### config.mk
export PLATFORM = sky130hd
export DESIGN_NAME = sbus_frame_receiver_top
export DESIGN_NICKNAME = d
export VERILOG_FILES = /design/src/hw/rtl/sbfr_pkg.sv /design/src/hw/rtl/sbus_frame_receiver_top.sv /design/src/hw/rtl/sbfr_front.sv /design/src/hw/rtl/sbfr_fifo.sv /design/src/hw/rtl/sbfr_back.sv
export SDC_FILE = /design/constraint.sdc
export NUM_CORES = 1
export LEC_CHECK = 0
export ABC_AREA = 1
export BUFFER_PORTS_ARGS = -buffer_cell sky130_fd_sc_hd__buf_2
export CAP_MARGIN = 5
export CORE_MARGIN = 5
export CORE_UTILIZATION = 25
export DETAILED_ROUTE_END_ITERATION = 8
export PLACE_DENSITY = 0.42
export SYNTH_ARGS = -nofsm -noshare
export SYNTH_HDL_FRONTEND = slang
export SYNTH_SLANG_ARGS = --single-unit
### constraint.sdc
create_clock -name clk_i -period 18.2 [get_ports clk_i]
set_input_delay 2.73 -clock clk_i [delete_from_list [all_inputs] [get_ports clk_i]]
set_output_delay 2.73 -clock clk_i [all_outputs]
set_load 0.05 [all_outputs]
### src/hw/rtl/sbfr_pkg.sv
// Package for the serial frame receiver.
// Holds frame geometry constants, the configuration struct and register indexes.
// No dependencies.
package sbfr_pkg;

  localparam int unsigned PayloadBytes = 23;
  localparam int unsigned FrameBits    = PayloadBytes * 8;
  localparam int unsigned Channels     = 16;
  localparam int unsigned ChanBits     = 11;
  localparam int unsigned ChanIdxBits  = $clog2(Channels);
  localparam int unsigned PosBits      = 5;
  localparam int unsigned QueueDepth   = 2;

  localparam logic [PosBits-1:0]     PosHunt   = PosBits'(0);
  localparam logic [PosBits-1:0]     PosFooter = PosBits'(PayloadBytes + 1);
  localparam logic [ChanIdxBits-1:0] LastChan  = ChanIdxBits'(Channels - 1);
  localparam logic [7:0]             CountMax  = 8'hFF;
  localparam int unsigned            LostBit     = (PayloadBytes - 1) * 8 + 2;
  localparam int unsigned            FailsafeBit = (PayloadBytes - 1) * 8 + 3;

  typedef enum logic [1:0] {
    CfgMinGood = 2'd0,
    CfgHeader  = 2'd1,
    CfgFooter  = 2'd2
  } cfg_idx_e;

  typedef logic [FrameBits-1:0] frame_t;

  typedef struct packed {
    logic [7:0] min_good;
    logic [7:0] header;
    logic [7:0] footer;
  } cfg_t;

endpackage

### src/hw/rtl/sbus_frame_receiver_top.sv
// Top level of the serial frame receiver: configuration registers, front, queue and back.
// Depends on sbfr_pkg, sbfr_front, sbfr_fifo and sbfr_back.
//
//   Channel   Direction  Width  Contents
//   s_axis    in         8      one received byte per transfer
//   m_axis    out        24     one channel result per transfer, tlast on channel 15
//   cfg       in         2+8    register index and write data, no read-back
//
// The front takes one byte per cycle unless the queue is full; a good frame is queued
// in the cycle its footer is taken. The back gives one channel result per cycle when
// m_axis_tready is high, sixteen per frame, straight from the queue head. Reset clears
// the counters and the queue at once. s_axis_tready falls only while the queue is
// full, so the front keeps taking bytes while a stalled frame waits in the queue.
module sbus_frame_receiver_top #(
  parameter int unsigned QUEUE_DEPTH = sbfr_pkg::QueueDepth
) (
  input  logic        clk_i,
  input  logic        rst_ni,
  input  logic        s_axis_tvalid,
  output logic        s_axis_tready,
  input  logic [7:0]  s_axis_tdata,  // [7:0] rx_byte
  output logic        m_axis_tvalid,
  input  logic        m_axis_tready,
  // [3:0] channel_index, [14:4] channel_value, [15] lost_frame, [16] failsafe, rest zero
  output logic [23:0] m_axis_tdata,
  output logic        m_axis_tlast,
  input  logic        cfg_we_i,
  input  logic [1:0]  cfg_idx_i,
  input  logic [7:0]  cfg_data_i
);
  import sbfr_pkg::*;

  cfg_t                   cfg_q;
  logic                   push, full, pop, empty;
  frame_t                 push_frame, head;
  logic [ChanIdxBits-1:0] chan_idx;
  logic [ChanBits-1:0]    chan_value;
  logic                   lost, failsafe;

  always_ff @(posedge clk_i or negedge rst_ni) begin
    if (!rst_ni) begin
      cfg_q.min_good <= 8'd0;
      cfg_q.header   <= 8'd15;
      cfg_q.footer   <= 8'd0;
    end else if (cfg_we_i) begin
      case (cfg_idx_e'(cfg_idx_i))
        CfgMinGood: cfg_q.min_good <= cfg_data_i;
        CfgHeader:  cfg_q.header   <= cfg_data_i;
        CfgFooter:  cfg_q.footer   <= cfg_data_i;
        default: ;
      endcase
    end
  end

  sbfr_front u_front (
    .clk_i        (clk_i),
    .rst_ni       (rst_ni),
    .cfg_i        (cfg_q),
    .byte_valid_i (s_axis_tvalid),
    .byte_ready_o (s_axis_tready),
    .byte_i       (s_axis_tdata),
    .queue_full_i (full),
    .push_o       (push),
    .push_frame_o (push_frame)
  );

  sbfr_fifo #(
    .DEPTH (QUEUE_DEPTH)
  ) u_fifo (
    .clk_i        (clk_i),
    .rst_ni       (rst_ni),
    .push_i       (push),
    .push_frame_i (push_frame),
    .full_o       (full),
    .pop_i        (pop),
    .empty_o      (empty),
    .head_o       (head)
  );

  sbfr_back u_back (
    .clk_i        (clk_i),
    .rst_ni       (rst_ni),
    .empty_i      (empty),
    .head_i       (head),
    .pop_o        (pop),
    .res_valid_o  (m_axis_tvalid),
    .res_ready_i  (m_axis_tready),
    .chan_idx_o   (chan_idx),
    .chan_value_o (chan_value),
    .lost_o       (lost),
    .failsafe_o   (failsafe),
    .last_o       (m_axis_tlast)
  );

  assign m_axis_tdata = {7'd0, failsafe, lost, chan_value, chan_idx};

endmodule

### src/hw/rtl/sbfr_front.sv
// Front part of the frame receiver: byte hunting, payload capture and footer check.
// Pushes each frame to be emitted into the frame queue. Depends on sbfr_pkg.
module sbfr_front (
  input  logic            clk_i,
  input  logic            rst_ni,
  input  sbfr_pkg::cfg_t  cfg_i,
  input  logic            byte_valid_i,
  output logic            byte_ready_o,
  input  logic [7:0]      byte_i,
  input  logic            queue_full_i,
  output logic            push_o,
  output sbfr_pkg::frame_t push_frame_o
);
  import sbfr_pkg::*;

  logic [7:0]         prev_q, prev_d;
  logic [PosBits-1:0] pos_q, pos_d;
  logic [7:0]         count_q, count_d;
  logic [7:0]         count_inc;
  frame_t             payload_q, payload_d;
  logic               accept;

  assign byte_ready_o = !queue_full_i;
  assign accept       = byte_valid_i && byte_ready_o;
  assign count_inc    = (count_q != CountMax) ? count_q + 8'd1 : count_q;
  assign push_frame_o = payload_q;

  always_comb begin
    prev_d    = prev_q;
    pos_d     = pos_q;
    count_d   = count_q;
    payload_d = payload_q;
    push_o    = 1'b0;
    if (accept) begin
      prev_d = byte_i;
      if (pos_q == PosHunt) begin
        if (byte_i == cfg_i.header && prev_q == cfg_i.footer) begin
          pos_d = PosBits'(1);
        end
      end else if (pos_q < PosFooter) begin
        payload_d = {byte_i, payload_q[FrameBits-1:8]};
        pos_d     = pos_q + PosBits'(1);
      end else begin
        pos_d = PosHunt;
        if (byte_i == cfg_i.footer) begin
          if (count_inc > cfg_i.min_good) begin
            count_d = count_inc - 8'd1;
            push_o  = 1'b1;
          end else begin
            count_d = count_inc;
          end
        end else begin
          count_d = 8'd0;
        end
      end
    end
  end

  always_ff @(posedge clk_i or negedge rst_ni) begin
    if (!rst_ni) begin
      prev_q  <= 8'd0;
      pos_q   <= PosHunt;
      count_q <= 8'd0;
    end else begin
      prev_q  <= prev_d;
      pos_q   <= pos_d;
      count_q <= count_d;
    end
  end

  always_ff @(posedge clk_i) begin
    payload_q <= payload_d;
  end

endmodule

### src/hw/rtl/sbfr_fifo.sv
// Short queue of complete frames between the front and back parts.
// Depends on sbfr_pkg for the frame type.
module sbfr_fifo #(
  parameter int unsigned DEPTH = sbfr_pkg::QueueDepth
) (
  input  logic             clk_i,
  input  logic             rst_ni,
  input  logic             push_i,
  input  sbfr_pkg::frame_t push_frame_i,
  output logic             full_o,
  input  logic             pop_i,
  output logic             empty_o,
  output sbfr_pkg::frame_t head_o
);
  import sbfr_pkg::*;

  localparam int unsigned PtrBits = (DEPTH > 1) ? $clog2(DEPTH) : 1;
  localparam int unsigned CntBits = $clog2(DEPTH + 1);
  localparam logic [PtrBits-1:0] PtrLast = PtrBits'(DEPTH - 1);
  localparam logic [CntBits-1:0] CntFull = CntBits'(DEPTH);

  frame_t             mem_q [DEPTH];
  logic [PtrBits-1:0] wr_q, wr_d, rd_q, rd_d;
  logic [CntBits-1:0] cnt_q, cnt_d;

  assign full_o  = (cnt_q == CntFull);
  assign empty_o = (cnt_q == CntBits'(0));
  assign head_o  = mem_q[rd_q];

  always_comb begin
    wr_d  = wr_q;
    rd_d  = rd_q;
    cnt_d = cnt_q;
    if (push_i) begin
      wr_d = (wr_q == PtrLast) ? PtrBits'(0) : wr_q + PtrBits'(1);
    end
    if (pop_i) begin
      rd_d = (rd_q == PtrLast) ? PtrBits'(0) : rd_q + PtrBits'(1);
    end
    if (push_i && !pop_i) begin
      cnt_d = cnt_q + CntBits'(1);
    end else if (pop_i && !push_i) begin
      cnt_d = cnt_q - CntBits'(1);
    end
  end

  always_ff @(posedge clk_i or negedge rst_ni) begin
    if (!rst_ni) begin
      wr_q  <= PtrBits'(0);
      rd_q  <= PtrBits'(0);
      cnt_q <= CntBits'(0);
    end else begin
      wr_q  <= wr_d;
      rd_q  <= rd_d;
      cnt_q <= cnt_d;
    end
  end

  always_ff @(posedge clk_i) begin
    if (push_i) begin
      mem_q[wr_q] <= push_frame_i;
    end
  end

endmodule

### src/hw/rtl/sbfr_back.sv
// Back part of the frame receiver: unpacks the queued frame into channel results.
// Steps through the channels one transfer at a time. Depends on sbfr_pkg.
module sbfr_back (
  input  logic                             clk_i,
  input  logic                             rst_ni,
  input  logic                             empty_i,
  input  sbfr_pkg::frame_t                 head_i,
  output logic                             pop_o,
  output logic                             res_valid_o,
  input  logic                             res_ready_i,
  output logic [sbfr_pkg::ChanIdxBits-1:0] chan_idx_o,
  output logic [sbfr_pkg::ChanBits-1:0]    chan_value_o,
  output logic                             lost_o,
  output logic                             failsafe_o,
  output logic                             last_o
);
  import sbfr_pkg::*;

  logic [ChanIdxBits-1:0] ch_q, ch_d;
  logic [7:0]             bit_off;
  logic                   accept;

  assign res_valid_o  = !empty_i;
  assign accept       = res_valid_o && res_ready_i;
  assign bit_off      = 8'(ch_q) * 8'(ChanBits);
  assign chan_idx_o   = ch_q;
  assign chan_value_o = head_i[bit_off +: ChanBits];
  assign lost_o       = head_i[LostBit];
  assign failsafe_o   = head_i[FailsafeBit];
  assign last_o       = (ch_q == LastChan);
  assign pop_o        = accept && last_o;

  always_comb begin
    ch_d = ch_q;
    if (accept) begin
      ch_d = ch_q + ChanIdxBits'(1);
    end
  end

  always_ff @(posedge clk_i or negedge rst_ni) begin
    if (!rst_ni) begin
      ch_q <= '0;
    end else begin
      ch_q <= ch_d;
    end
  end

endmodule

==> impl_metrics.csv <==
group,metric,value,unit
setup_path,critPathLaunch,"u_fifo.rd_q$_DFFE_PN0P_",
clock_network,clkSlewWorstSetupHoldPaths,0.06,ns
logic_synthesis,yosysWarnings,0,
clock_network,cts-resized-gates,0,
logic_synthesis,syn-mean-instance-area,14.2,sq um
power,power.total,4.25,mW
route,post-route-drc-count,0,
global_route,grt_util_met1,15.3,%
place,placed_cells,2739,
global_route,grt_start_max_net_pins,132,
min_path,worstHoldStart,"u_front.push_frame_o[177]$_DFFE_PP_",
logic_synthesis,synth_edf_count,540,
global_route,grt_overflow,0,
cells_and_area,layout-drive-gt1-share,10.5,%
setup_path,critical_path_class,"flip-flop to output port",
setup_path,critical_path_start_type,"flip-flop",
global_route,grt_first_pass_wirelength,79700,um
setup_path,path_max_fanout,72,
setup_path,worst_setup_path_end_kind,"output port",
logic_synthesis,simple_gate_share_of_the_synthesized_area,8.45,%
global_route,antenna_violations_before_repair,0,
cells_and_area,cell_count_final_fillers_out,2851,
setup_path,crit_path_top_delay_cell,"sky130_fd_sc_hd__buf_4",
cells_and_area,mostFrequentLayoutCells,"sky130_fd_sc_hd__edfxtp_1, sky130_fd_sc_hd__nor2_1, sky130_fd_sc_hd__o21ai_0",
timing,max-slew-margin-rel,31.2,%
setup_path,critical_path.reg2reg.startpoint,"u_front.count_q[0]$_DFFE_PN0P_",
timing,share_of_the_clock_period_used_by_the_worst_path_after_layout,38.3,%
power,ir_drop,0.0947,mV
timing,holdWs,0.418,ns
timing,fin_crit,6.97,ns
logic_synthesis,synth-adder-area-share,0.776,%
min_path,hold_path.class,"flip-flop to flip-flop",
power,power.static_leakage,8.62,nW
cells_and_area,synthToLayoutAreaGrowth,14.8,%
die,std_cell_rows,110,
logic_synthesis,synth_top_cell_by_area,"sky130_fd_sc_hd__edfxtp_1",
timing,tightest_slew,1.03,ns
clock_network,clockBufferDepth,3,
logic_synthesis,synth_top_area_share,71.9,%
place,gp_congestion,0.770,
logic_synthesis,synth_async_sr_flop_share,8.94,%
global_route,globalRouteMet2Util,17.2,%
logic_synthesis,synth_cell_type_count,42,
die,design.die.area,96400,sq um
setup_path,arrival,4.24,ns
flow_run,drv_cap,0,
clock_network,root_buffer,"sky130_fd_sc_hd__clkbuf_16",
clock_network,post_cts_setup_repair_bufs,0,
cells_and_area,fill_cells,9053,
logic_synthesis,mappedNetlistArea,22600,sq um
clock_network,cts_tree,"built",
setup_path,cp_data_required_time,15.47,ns
route,viasPerCell,4.39,
global_route,first_global_vias,12600,
die,die_height,310,um
timing,grt_setup_unrepaired,"false",
setup_path,worstPathBufferInverterCount,3,
place,dp.final_hpwl,28600,um
timing,final-setup-viol-count,0,
die,die_w,310,um
clock_network,h-tree-depth,2,
timing,tns,0,ns
logic_synthesis,synth_area_in_compound_gates,8.82,%
place,port-buffer-count,42,
logic_synthesis,synth_xor_xnor_area_share,1.05,%
global_route,groute.usage.overall,10.7,%
logic_synthesis,share_of_the_yosys_chip_area_belonging_to_registers,77.8,%
setup_path,cp_top_family,"buffers and inverters",
clock_network,cts_buffers,60,
clock_network,clock_insertion_delay_worst_skew,0.65,ns
timing,fmax,143,MHz
timing,number_of_pins_with_negative_max_slew_slack_in_the_final_report,0,
route,initialDrtViolationCount,691,
logic_synthesis,synth_mux_area_share,0,%
logic_synthesis,ys.flop_type,"sky130_fd_sc_hd__edfxtp_1",
clock_network,cts_hold_buffers,0,
timing,timing.clock.skew,0.0585,ns
logic_synthesis,synth_seq_cells,593,
logic_synthesis,ys_top_cells_by_area,"sky130_fd_sc_hd__edfxtp_1, sky130_fd_sc_hd__dfrtp_1, sky130_fd_sc_hd__o21ai_0, sky130_fd_sc_hd__nor2_1, sky130_fd_sc_hd__nand2_1",
clock_network,cts.sinks,593,
setup_path,cells_along_the_critical_path,"buf_4 > buf_4 > o21ai_0 > o22ai_1 > o21ai_0 > o21ai_1 > nand2_1 > nand2_1 > buf_2",
route,routedWlPerCell,18.5,um
route,finalWirelength,52900,um
die,core_region,89900,sq um
global_route,top_usage_layer,"met2",
route,routed-via-count,12500,
route,detailedRoute.firstPassIterationCount,5,
status,outcome,"completed",
timing,final_report_hold_violation_count,0,
cells_and_area,most_common_library_cell_in_the_layout_ignoring_fill_and_taps,"sky130_fd_sc_hd__edfxtp_1",
logic_synthesis,postSynthCellCount,1586,
die,start_util,25.1,%
cells_and_area,antenna-diode-count,0,
die,ios,50,
setup_path,setup.reg_to_reg.worst_slack,12.83,ns
cells_and_area,finalNetCount,1662,
route,drt.antenna.violating_nets,0,
global_route,gr-usage-met3,2.06,%
logic_synthesis,combinational_family_with_the_most_area_after_synthesis,"compound AO/OA/AOI/OAI gates",
power,powerDensity,164,nW/um^2
setup_path,timing.critical_path.slowest_cell_delay,0.75,ns
[cells by family (layout without fill, tap and decap cells)]
| logic type | count (synthesis) | count (layout) |
|---|---|---|
| simple gates | 459 | 459 |
| buf+inv | 154 | 237 |
| xor+xnor | 27 | 27 |
| compound gates | 338 | 338 |
| fa+ha+maj | 14 | 14 |
| other cells | 1 | 7 |
| flops | 593 | 593 |
[cells in the mapped netlist, types with 17 or more instances]
cell type / number
sky130_fd_sc_hd__o21ai_1: 30
sky130_fd_sc_hd__edfxtp_1: 540
sky130_fd_sc_hd__nand2_1: 158
sky130_fd_sc_hd__o22ai_1: 22
sky130_fd_sc_hd__clkbuf_1: 42
sky130_fd_sc_hd__inv_1: 58
sky130_fd_sc_hd__o221ai_1: 66
sky130_fd_sc_hd__nand3_1: 57
sky130_fd_sc_hd__o21ai_0: 207
sky130_fd_sc_hd__nor2_1: 210
sky130_fd_sc_hd__buf_2: 17
sky130_fd_sc_hd__dfrtp_1: 49
sky130_fd_sc_hd__buf_4: 24
[final timing paths]
check                                                      end  depth (start not counted)
setup / recovery                              m_axis_tdata[10]                          9
hold / removal             u_front.push_frame_o[169]$_DFFE_PP_                          0
setup reg to reg                 u_fifo.mem_q[1][15]$_DFFE_PP_                         17
hold reg to reg            u_front.push_frame_o[169]$_DFFE_PP_                          0
max in group asynchronous              u_fifo.rd_q$_DFFE_PN0P_                          2
min in group asynchronous                cfg_q[19]$_DFFE_PN0P_                          2
[metrics by stage]
step / cell area (sq um) / util (%) / setup slack (ns)
global placement: 24000 / 26.7 / 11.04
finish: 25900 / 28.8 / 11.23
floorplan: 22600 / - / 1.72
detailed placement: 24000 / 26.7 / 10.98
CTS: 25900 / 28.8 / 11.10
global route: 25900 / 28.8 / 10.88
[power by group]
group	total, mW	internal (mW)	switching [mW]
combinational	1.12	0.271	0.846
sequential	1.94	1.78	0.161
clock	1.20	0.673	0.522
[area by class of cell]
cell class                      instances  area [sq um]  area share (%)
Multi-Input combinational cell        845          4350            16.8
Clock inverter                         36           335            1.29
Tap cell                             1176          1470            5.68
Clock buffer                           76          1580            6.11
Inverter                               67           264            1.02
Timing Repair Buffer                   58           343            1.32
Sequential cell                       593         17600            67.8
[sequential cells by signal, indices dropped and copies added (netlist names)]
register	flops
u_fifo.cnt_q	2
u_back.chan_idx_o	4
u_front.count_q	8
cfg_q	24
u_front.pos_q	5
u_front.prev_q	8
u_fifo.wr_q	1
u_fifo.mem_q	356
u_fifo.rd_q	1
u_front.push_frame_o	184
[metal layers]
layer  routed length, um  part of all wire [%]
met4                 749                   1.4
met3                2330                   4.4
met5                   0                     0
met1               25200                    48
met2               24500                    46
Power figures use the tool's default switching activity.
